===== src/rtl/swt_pkg.sv =====
// Shared types, character codes and helpers of the shell word tokenizer.
// Used by rtl/shell_word_tokenizer.sv and rtl/swt_checker.sv; depends on nothing.

package swt_pkg;

    // Token kinds as they appear on the result stream.
    typedef enum logic [2:0] {
        KIND_CHAR      = 3'd0,
        KIND_WORD_END  = 3'd1,
        KIND_OP        = 3'd2,
        KIND_LINE_END  = 3'd3,
        KIND_INPUT_END = 3'd4
    } t_kind;

    typedef struct packed {
        t_kind       kind;
        logic [7:0]  value;
        logic        doubled;
        logic        quote_error;
    } t_result;

    localparam int unsigned MaxResults = 3;

    // Bit positions of the result fields inside the output tdata.
    localparam int unsigned OutKindLsb  = 0;
    localparam int unsigned OutValueLsb = 3;
    localparam int unsigned OutDblBit   = 11;
    localparam int unsigned OutQerrBit  = 12;

    localparam logic [7:0] CH_SQUOTE  = 8'h27;
    localparam logic [7:0] CH_DQUOTE  = 8'h22;
    localparam logic [7:0] CH_SPACE   = 8'h20;
    localparam logic [7:0] CH_NEWLINE = 8'h0A;
    localparam logic [7:0] CH_GT      = 8'h3E;
    localparam logic [7:0] CH_LT      = 8'h3C;
    localparam logic [7:0] CH_PIPE    = 8'h7C;
    localparam logic [7:0] CH_AMP     = 8'h26;
    localparam logic [7:0] CH_SEMI    = 8'h3B;
    localparam logic [7:0] CH_LPAREN  = 8'h28;
    localparam logic [7:0] CH_RPAREN  = 8'h29;

    // True for any character that forms an operator outside quotes.
    function automatic logic is_operator(input logic [7:0] c);
        logic hit;
        case (c) inside
            CH_PIPE, CH_GT, CH_LT, CH_SEMI, CH_AMP, CH_LPAREN, CH_RPAREN: hit = 1'b1;
            default: hit = 1'b0;
        endcase
        return hit;
    endfunction

    // True for an operator that may take a second, equal character.
    function automatic logic can_double(input logic [7:0] c);
        logic hit;
        case (c) inside
            CH_GT, CH_PIPE, CH_AMP: hit = 1'b1;
            default: hit = 1'b0;
        endcase
        return hit;
    endfunction

    function automatic t_result mk_result(input t_kind kind, input logic [7:0] value,
                                          input logic doubled, input logic quote_error);
        t_result r;
        r.kind        = kind;
        r.value       = value;
        r.doubled     = doubled;
        r.quote_error = quote_error;
        return r;
    endfunction

endpackage


===== src/rtl/shell_word_tokenizer.sv =====
// Streaming shell lexer top level: character beats in, token beats out.
// Depends on rtl/swt_pkg.sv.
//
//  Channel   Dir  tdata (lowest bit up)                                   tlast
//  s_axis    in   char_code[7:0]                                          end_of_input
//  m_axis    out  kind[2:0] value[10:3] doubled[11] quote_error[12] 0[15:13]
//                                                                         last of an item
//
// Each character beat first lands in an input register. In the cycle it moves on,
// the lexer decides its zero to two token beats from the quote, word and
// pending-operator flags, and those beats are written to a three-entry result
// register that drains one beat per cycle while m_axis_tready is high. A new
// item's beats are loaded in the cycle the last beat of the one before is taken,
// so the drain sets the pace; a character's first token leaves from the result
// register. While it still holds beats, one more character is held in the input
// register, so the input side takes that one beat while a result waits and then
// stalls until the result register can be loaded. Reset (i_rst_n low at a clock
// edge) empties both registers and clears all lexer flags.

module shell_word_tokenizer (
    input  logic        i_clk,
    input  logic        i_rst_n,

    input  logic        s_axis_tvalid,
    output logic        s_axis_tready,
    input  logic [7:0]  s_axis_tdata,   // char_code[7:0]
    input  logic        s_axis_tlast,   // end_of_input

    output logic        m_axis_tvalid,
    input  logic        m_axis_tready,
    output logic [15:0] m_axis_tdata,   // kind[2:0], value[10:3], doubled[11],
                                        // quote_error[12], zero[15:13]
    output logic        m_axis_tlast    // last token of the input item
);

    // Input register.
    logic        r_in_vld;
    logic [7:0]  r_in_char;
    logic        r_in_end;

    // Lexer flags.
    logic        r_sq, n_sq;
    logic        r_dq, n_dq;
    logic        r_word, n_word;
    logic        r_op_pend, n_op_pend;
    logic [7:0]  r_op_char, n_op_char;

    // Result register: entry 0 is the one on the output port.
    swt_pkg::t_result r_res [swt_pkg::MaxResults];
    swt_pkg::t_result n_res [swt_pkg::MaxResults];
    logic [1:0]       r_cnt, n_cnt;

    logic             take;
    logic             load;

    assign take          = m_axis_tvalid && m_axis_tready;
    // The lexer result may be written when the result register is empty or is
    // handing out its final beat in this cycle.
    assign load          = r_in_vld && ((r_cnt == 2'd0) || (take && r_cnt == 2'd1));
    assign s_axis_tready = !r_in_vld || load;

    assign m_axis_tvalid = (r_cnt != 2'd0);
    assign m_axis_tlast  = (r_cnt == 2'd1);
    assign m_axis_tdata  = {3'b000, r_res[0].quote_error, r_res[0].doubled,
                            r_res[0].value, r_res[0].kind};

    // Lexer: results and next flags for the character in the input register.
    always_comb begin
        logic [1:0] idx;
        logic       qerr;
        idx       = 2'd0;
        qerr      = r_sq || r_dq;
        n_sq      = r_sq;
        n_dq      = r_dq;
        n_word    = r_word;
        n_op_pend = r_op_pend;
        n_op_char = r_op_char;
        for (int i = 0; i < swt_pkg::MaxResults; i++) begin
            n_res[i] = '0;
        end

        if (r_op_pend && !r_in_end && r_in_char == r_op_char) begin
            // Second equal character: the doubled operator is all this beat makes.
            n_res[idx] = swt_pkg::mk_result(swt_pkg::KIND_OP, r_op_char, 1'b1, 1'b0);
            idx        = idx + 2'd1;
            n_op_pend  = 1'b0;
        end else begin
            if (r_op_pend) begin
                n_res[idx] = swt_pkg::mk_result(swt_pkg::KIND_OP, r_op_char, 1'b0, 1'b0);
                idx        = idx + 2'd1;
                n_op_pend  = 1'b0;
            end

            if (r_in_end) begin
                if (r_word) begin
                    n_res[idx] = swt_pkg::mk_result(swt_pkg::KIND_WORD_END, 8'h00,
                                                    1'b0, 1'b0);
                    idx        = idx + 2'd1;
                end
                n_res[idx] = swt_pkg::mk_result(swt_pkg::KIND_INPUT_END, 8'h00, 1'b0, qerr);
                idx        = idx + 2'd1;
                // The stream is over: all flags return to their reset values.
                n_sq      = 1'b0;
                n_dq      = 1'b0;
                n_word    = 1'b0;
                n_op_pend = 1'b0;
                n_op_char = 8'h00;
            end else if (r_in_char == swt_pkg::CH_SQUOTE) begin
                n_sq = !r_sq;
            end else if (r_in_char == swt_pkg::CH_DQUOTE) begin
                n_dq = !r_dq;
            end else if (qerr) begin
                // Inside either quote everything else is literal.
                n_word     = 1'b1;
                n_res[idx] = swt_pkg::mk_result(swt_pkg::KIND_CHAR, r_in_char, 1'b0, 1'b0);
                idx        = idx + 2'd1;
            end else if (r_in_char == swt_pkg::CH_SPACE
                         || r_in_char == swt_pkg::CH_NEWLINE) begin
                if (r_word) begin
                    n_res[idx] = swt_pkg::mk_result(swt_pkg::KIND_WORD_END, 8'h00,
                                                    1'b0, 1'b0);
                    idx        = idx + 2'd1;
                    n_word     = 1'b0;
                end
                if (r_in_char == swt_pkg::CH_NEWLINE) begin
                    n_res[idx] = swt_pkg::mk_result(swt_pkg::KIND_LINE_END, 8'h00,
                                                    1'b0, 1'b0);
                    idx        = idx + 2'd1;
                end
            end else if (swt_pkg::is_operator(r_in_char)) begin
                if (r_word) begin
                    n_res[idx] = swt_pkg::mk_result(swt_pkg::KIND_WORD_END, 8'h00,
                                                    1'b0, 1'b0);
                    idx        = idx + 2'd1;
                    n_word     = 1'b0;
                end
                if (swt_pkg::can_double(r_in_char)) begin
                    n_op_pend = 1'b1;
                    n_op_char = r_in_char;
                end else begin
                    n_res[idx] = swt_pkg::mk_result(swt_pkg::KIND_OP, r_in_char,
                                                    1'b0, 1'b0);
                    idx        = idx + 2'd1;
                end
            end else begin
                n_word     = 1'b1;
                n_res[idx] = swt_pkg::mk_result(swt_pkg::KIND_CHAR, r_in_char, 1'b0, 1'b0);
                idx        = idx + 2'd1;
            end
        end
        n_cnt = idx;
    end

    // Input register.
    always_ff @(posedge i_clk) begin
        if (!i_rst_n) begin
            r_in_vld <= 1'b0;
        end else if (s_axis_tvalid && s_axis_tready) begin
            r_in_vld <= 1'b1;
        end else if (load) begin
            r_in_vld <= 1'b0;
        end
        if (s_axis_tvalid && s_axis_tready) begin
            r_in_char <= s_axis_tdata;
            r_in_end  <= s_axis_tlast;
        end
    end

    // Lexer flags advance only when an item's results are committed.
    always_ff @(posedge i_clk) begin
        if (!i_rst_n) begin
            r_sq      <= 1'b0;
            r_dq      <= 1'b0;
            r_word    <= 1'b0;
            r_op_pend <= 1'b0;
            r_op_char <= 8'h00;
        end else if (load) begin
            r_sq      <= n_sq;
            r_dq      <= n_dq;
            r_word    <= n_word;
            r_op_pend <= n_op_pend;
            r_op_char <= n_op_char;
        end
    end

    // Result register: load a new set, or shift one entry down per taken beat.
    always_ff @(posedge i_clk) begin
        if (!i_rst_n) begin
            r_cnt <= 2'd0;
        end else if (load) begin
            r_cnt <= n_cnt;
        end else if (take) begin
            r_cnt <= r_cnt - 2'd1;
        end
        if (load) begin
            r_res <= n_res;
        end else if (take) begin
            for (int i = 0; i < swt_pkg::MaxResults - 1; i++) begin
                r_res[i] <= r_res[i + 1];
            end
        end
    end

endmodule


===== config.mk =====
export PLATFORM = sky130hd
export DESIGN_NAME = shell_word_tokenizer
export DESIGN_NICKNAME = d
export VERILOG_FILES = /design/src/rtl/swt_pkg.sv /design/src/rtl/shell_word_tokenizer.sv
export SDC_FILE = /design/constraint.sdc
export NUM_CORES = 1
export LEC_CHECK = 0
export BUFFER_PORTS_ARGS = -buffer_cell sky130_fd_sc_hd__clkbuf_2
export CAP_MARGIN = 20
export CORE_UTILIZATION = 51
export CTS_BUF_LIST = sky130_fd_sc_hd__clkbuf_16
export DETAILED_ROUTE_END_ITERATION = 8
export PLACE_DENSITY = 0.72
export SLEW_MARGIN = 20
export SYNTH_ARGS = -nofsm -noshare
export SYNTH_HDL_FRONTEND = slang
export SYNTH_SLANG_ARGS = --single-unit

===== constraint.sdc =====
create_clock -name i_clk -period 2.4 [get_ports i_clk]
set_clock_uncertainty 0.15 [all_clocks]
set_input_delay 0.24 -clock i_clk [delete_from_list [all_inputs] [get_ports i_clk]]
set_output_delay 0.24 -clock i_clk [all_outputs]
set_load 0.05 [all_outputs]

Word level (Yosys, flattened, before mapping)
Index checks and enable logic that the tools add are counted.

operators by class
  $add $sub $neg = 5
  magnitude comparators = 8
  equality and inequality tests = 17
  muxes and demuxes = 113
  bitwise logic cells = 11
  reductions and logical operators = 32

operators by type and width
  cell                 number
  $mux 39              24
  $bwmux 39            3
  $demux 13 s2         4
  $mux 13              6
  $mux 26              3
  $eq 8x6->1 const B   9
  $mux 2               28
  $mux 8               7
  $mux 1               37
  $and 36x36->36       1
  $not 36->36          1
  $and 33x33->33       1
  $not 33->33          1
  $reduce_bool 2->1    7
  $ge 3x3->1 const B   4
  $lt 3x1->1 const B   4
  $mux 12              1
  $not 2->3            4
  $logic_and 1x1->1    10
  $add 2x1->2 const B  4
  $eq 8x4->1 const B   1
  $eq 8x7->1 const B   1
  $eq 8x8->1           1
  $ne 2x2->1 const B   4
  13 further kinds     20

word-level totals
  bits in registers = 63
  output and inout port bits = 19

Longest topological paths before layout
  word-level depth = 31
  gate-level depth with buffers = 10
  mapped depth without buffers = 9

Worst setup path before layout
Ideal clock, no wire load.

  kind = reg-to-reg
  start point = register r_cnt[0]
  end point = register r_res, in the netlist m_axis_tdata[7] (data pin)
  setup time = 0.274 ns
  data arrival time = 2.394 ns
  data required time = 1.976 ns
  path slack = -0.418 ns
  stages on the path, launching flop included = 10
  clock period less this slack = 2.818 ns
  path through = dfxtp_1 > ha_1 > a21oi_1 > nand2b_1 > clkbuf_1 > inv_1 > clkbuf_1 > nand2_1 > a221oi_1 > a211oi_1

on the way
  elaborated cells between the ends (all ways) = 8
  classes of those cells = eq/ne (1); mux (1); reduce/logical (6)

RTL lines
  element                        RTL line                     RTL
  start, declared                shell_word_tokenizer.sv:51   logic [1:0] r_cnt, n_cnt;
  start signal, assigned         shell_word_tokenizer.sv:191  r_cnt <= n_cnt;
  start signal, assigned         shell_word_tokenizer.sv:193  r_cnt <= r_cnt - 2'd1;
  $eq 2x1->1                     --
  via m_axis_tlast               shell_word_tokenizer.sv:33   output logic m_axis_tlast
  $logic_and 1x1->1              shell_word_tokenizer.sv:59   assign load = r_in_vld && ((r_cnt == 2'd0) || (take && r_cnt == 2'd1));
  $logic_or 1x1->1               shell_word_tokenizer.sv:59
  $logic_and 1x1->1              shell_word_tokenizer.sv:59
  via load                       shell_word_tokenizer.sv:54   logic load;
  $mux 26                        shell_word_tokenizer.sv:195  if (load) begin
  end signal, assigned           shell_word_tokenizer.sv:196  r_res <= n_res;
  end signal, assigned by index  shell_word_tokenizer.sv:199  r_res[i] <= r_res[i + 1];
  end, declared                  shell_word_tokenizer.sv:49   swt_pkg::t_result r_res [swt_pkg::MaxResults];

The timed path passes the listed nets, and every way through them passes these cells.
A chain may end at the register's enable or synchronous reset.

Worst setup path after layout
  start point = register r_in_char[6]
  end point = register r_res, in the netlist m_axis_tdata[4] (data pin)

on the way
  longest elaborated chain between the ends = 19
  elaborated cells between the ends (all ways) = 41
  classes of those cells = eq/ne (12); mux (25); reduce/logical (4)

ends and longest elaborated chain
  element                                   RTL line                                                  RTL
  start, declared                           shell_word_tokenizer.sv:38                                logic [7:0] r_in_char;
  start signal, assigned                    shell_word_tokenizer.sv:164                               r_in_char <= s_axis_tdata;
  $eq 8x7->1 or $eq 8x6->1 (tied branches)  shell_word_tokenizer.sv:130, shell_word_tokenizer.sv:137
  $reduce_or 3->1                           swt_pkg.sv:55                                             case (c) inside
  $mux 1                                    swt_pkg.sv:55
  $mux 1                                    shell_word_tokenizer.sv:130                               end else if (swt_pkg::is_operator(r_in_char)) begin
  $mux 1                                    shell_word_tokenizer.sv:117                               end else if (r_in_char == swt_pkg::CH_SPACE
  $mux 1                                    shell_word_tokenizer.sv:112                               end else if (qerr) begin
  $mux 1                                    shell_word_tokenizer.sv:110                               end else if (r_in_char == swt_pkg::CH_DQUOTE) begin
  $mux 1                                    shell_word_tokenizer.sv:108                               end else if (r_in_char == swt_pkg::CH_SQUOTE) begin
  (+3 left out)                             --
  $mux 39                                   shell_word_tokenizer.sv:130
  $mux 39                                   shell_word_tokenizer.sv:117
  $mux 39                                   shell_word_tokenizer.sv:112
  $mux 39                                   shell_word_tokenizer.sv:110
  $mux 39                                   shell_word_tokenizer.sv:108
  $mux 39                                   shell_word_tokenizer.sv:94                                if (r_in_end) begin
  $mux 13 (*)                               shell_word_tokenizer.sv:82                                if (r_op_pend && !r_in_end && r_in_char == r_op_char) begin
  $mux 26 (*)                               shell_word_tokenizer.sv:195

Mark *: on every way between the ends. The rest lies on a longest branch, timed or not. The select of a mux whose other input is x is not followed.

==> run summary <==
TritonCTS clock tree - built
Period minus WS final - 2.44 ns
Die height - 89.9 µm
Total negative setup slack - -0.0773 ns
Post-synthesis register bit count - 61
Placeable Area - 7370 µm²
Vias in the first global route - 3594
CP Data Required Time - 2.33 ns
Via density - 6.04
R2R depth - 5
WL/cell - 20.9 µm
Crit. Startpoint - r_in_char[6]
Clock sink total - 61
Row Count - 31
Drt pass-1 iters - 5
Htree depth - 3
Post-route setup slack - -0.0429 ns
CP arrival - 2.37 ns
Yosys Warn Count - 0
Post-synth EDFFs - 46
First-pass GRT wire length - 19200 µm
Max VDD drop - 373 µV
Cell depth of the worst hold path - 3
RePlAce Congestion - 1.03
Number of top-level pins - 32
Library cells used by synthesis - 85
Clk buf depth - 2
Critical path launch point type - flip-flop
Fraction of layout cells with a size suffix above 1 - 0.387
First DRT Iteration DRCs - 288
Worst-Skew Late Latency - 0.33 ns
Area post-placement - 4590 µm²
Cells after Synth - 396
RSZ-0062 raised after global routing - yes
Clk root buf - clkbuf_16
Largest net degree at the start of global routing - 30
Maxcap violations - 0
Final HPWL DP - 9200 µm
Remaining DRCs - 0
Antenna cells - 0
Total CTS buffers - 9
Final setup violation count - 7
Nets - 521
Total congestion overflow - 0
Via Count - 3662
Port bufs - 28
Remaining antenna violation count after routing - 0
Fmax - 0.409 GHz
Flop2flop setup slack - -0.04 ns
Global Route Usage Sum - 0.315
WS Path Type - reg2reg
Final hold vios - 0
Slew Viols, Final - 0
Hold Slack - 0.0106 ns
Status - finished, violations left
Min-delay worst type - in2reg
Pre-CTS WS - -0.106 ns
CP max FO - 8
Cell Area, Synth - 3940 µm²
Worst r2r dst - m_axis_tdata[4]
Failing checks - setup timing
Worst Setup End Kind - flip-flop
Routed WL - 12700 µm
Final Cycle Share - 1.02
Async set-reset flop share out of synthesis - 0
Post-route design area - 5260 µm²
P&R area growth vs syn - 33.7%
Fill count - 564
Initial Util - 0.534
Clock slew seen by the registers of the worst setup and hold paths - 0.05 ns
Power consumption - 4.55 mW
PwrDens - 865 nW/µm²
Avg Cell Area, Syn - 9.94 µm²
Leak pwr - 2.18 nW
CP endpoint - m_axis_tdata[4]
Main synth FF type - edfxtp_1
Width of the die - 89.9 µm
Initial antenna violation count - 0
Die ar. - 8080 µm²
Reg2reg start - r_in_char[6]
Post-synthesis sequential area ratio - 0.427
sequential cells by signal (all words and copies together), names as in the netlist:
name and count:
m_axis_tdata 13, r_op_pend 1, r_in_vld 1, r_sq 1, r_op_char 8, r_word 1, r_res 24, r_cnt 2
r_dq 1, r_in_end 1, r_in_char 8
metrics by stage:
step	instances	utilization
floorplan	400	-
global placement	568	0.623
detailed placement	568	0.623
CTS	597	0.687
global route	606	0.714
finish	606	0.714
layout by cell type, fill, tap and decap left out, types with 9 or more instances in the layout:
cell type	n
buf_4	86
edfxtp_1	46
nand2_1	38
clkbuf_2	28
a21oi_1	22
nor2_1	22
o21ai_0	17
dfxtp_1	15
inv_1	13
and2_1	12
nand3_1	10
clkbuf_16	10
dlygate4sd3_1	9
buf_6	9
worst max-delay path, cell delays in order, from the launching register on:
cell       delay [ns]
edfxtp_1         0.52
nand4bb_4        0.30
a221o_2          0.41
a31oi_4          0.40
a21oi_2          0.10
a221o_1          0.30
area by class of cell:
| cell class | count | area, µm² | area share |
|---|---|---|---|
| tap | 99 | 124 | 0.0235 |
| sequential | 61 | 1680 | 0.319 |
| inverter | 12 | 45.0 | 0.00856 |
| clock inverter | 6 | 27.5 | 0.00523 |
| timing repair buffer | 133 | 997 | 0.189 |
| multi-input combinational | 285 | 2140 | 0.406 |
| clock buffer | 10 | 250 | 0.0475 |
layer usage:
metal | track usage | vias to the layer above | share of wire
met5 | 0 | - | 0
met4 | 0.142 | 0 | 0.032
met3 | 0.0635 | 39 | 0.078
met2 | 0.505 | 187 | 0.48
met1 | 0.411 | 1739 | 0.41
li1 | - | 1697 | -
worst min-delay path by stage:
stage | startpoint | to | slack, ns
2_1_floorplan | s_axis_tdata[0] | r_in_char[0] | 0.19
5_1_grt | s_axis_tvalid | r_in_vld | 0.08
3_5_place_dp | s_axis_tdata[5] | r_in_char[5] | 0.27
3_3_place_gp | s_axis_tdata[2] | r_in_char[2] | 0.27
4_1_cts | s_axis_tvalid | r_in_vld | 0.01
6_report | s_axis_tvalid | r_in_vld | 0.01
power breakdown:
group | internal (mW) | switching (mW) | leakage, nW
registers | 1.47 | 0.109 | 0.567
clock network | 0.746 | 0.466 | 0.144
logic | 0.597 | 1.17 | 1.47
total | 2.81 | 1.74 | 2.18
cell usage after synthesis, types with 3 or more instances:
cell / number / share of area
and2_1: 12 / 0.019
nand3_1: 10 / 0.013
a21boi_0: 4 / 0.0076
a21oi_1: 26 / 0.033
o31ai_1: 5 / 0.0095
a21o_1: 3 / 0.0057
or2_2: 3 / 0.0048
buf_4: 21 / 0.040
a311oi_1: 3 / 0.0067
nor2_1: 25 / 0.024
dfxtp_1: 15 / 0.076
nand4_1: 3 / 0.0048
a31oi_1: 4 / 0.0064
nand2_1: 38 / 0.036
buf_2: 7 / 0.0089
nor2b_1: 7 / 0.011
o211ai_1: 4 / 0.0076
a221o_1: 4 / 0.010
and3_1: 6 / 0.0095
o221a_2: 3 / 0.0086
a32o_1: 8 / 0.020
a211oi_1: 3 / 0.0057
inv_1: 12 / 0.011
o2111ai_1: 3 / 0.0067
edfxtp_1: 46 / 0.35
a21boi_2: 3 / 0.0086
nor3_1: 3 / 0.0038
clkbuf_1: 11 / 0.010
o21ai_0: 18 / 0.023
o221ai_1: 3 / 0.0067
ha_1: 6 / 0.019
xor2_1: 9 / 0.020
cell families after synthesis:
logic type      count (synthesis)  synth area share
flops                          61             0.427
fa+ha+maj                       6            0.0191
mux                             3           0.00794
buf+inv                        54            0.0775
simple gates                  134             0.193
other cells                     1          0.000952
compound gates                127             0.253
xor+xnor                       10            0.0222
repair_timing:
item,4_1_cts,5_1_grt
buffers inserted,4,9
gates resized for setup,17,34
endpoints found under the hold margin,9,0
hold buffers,9,0
setup endpoints to repair,20,27
pin swaps,5,20
Power figures use the tool's default switching activity.
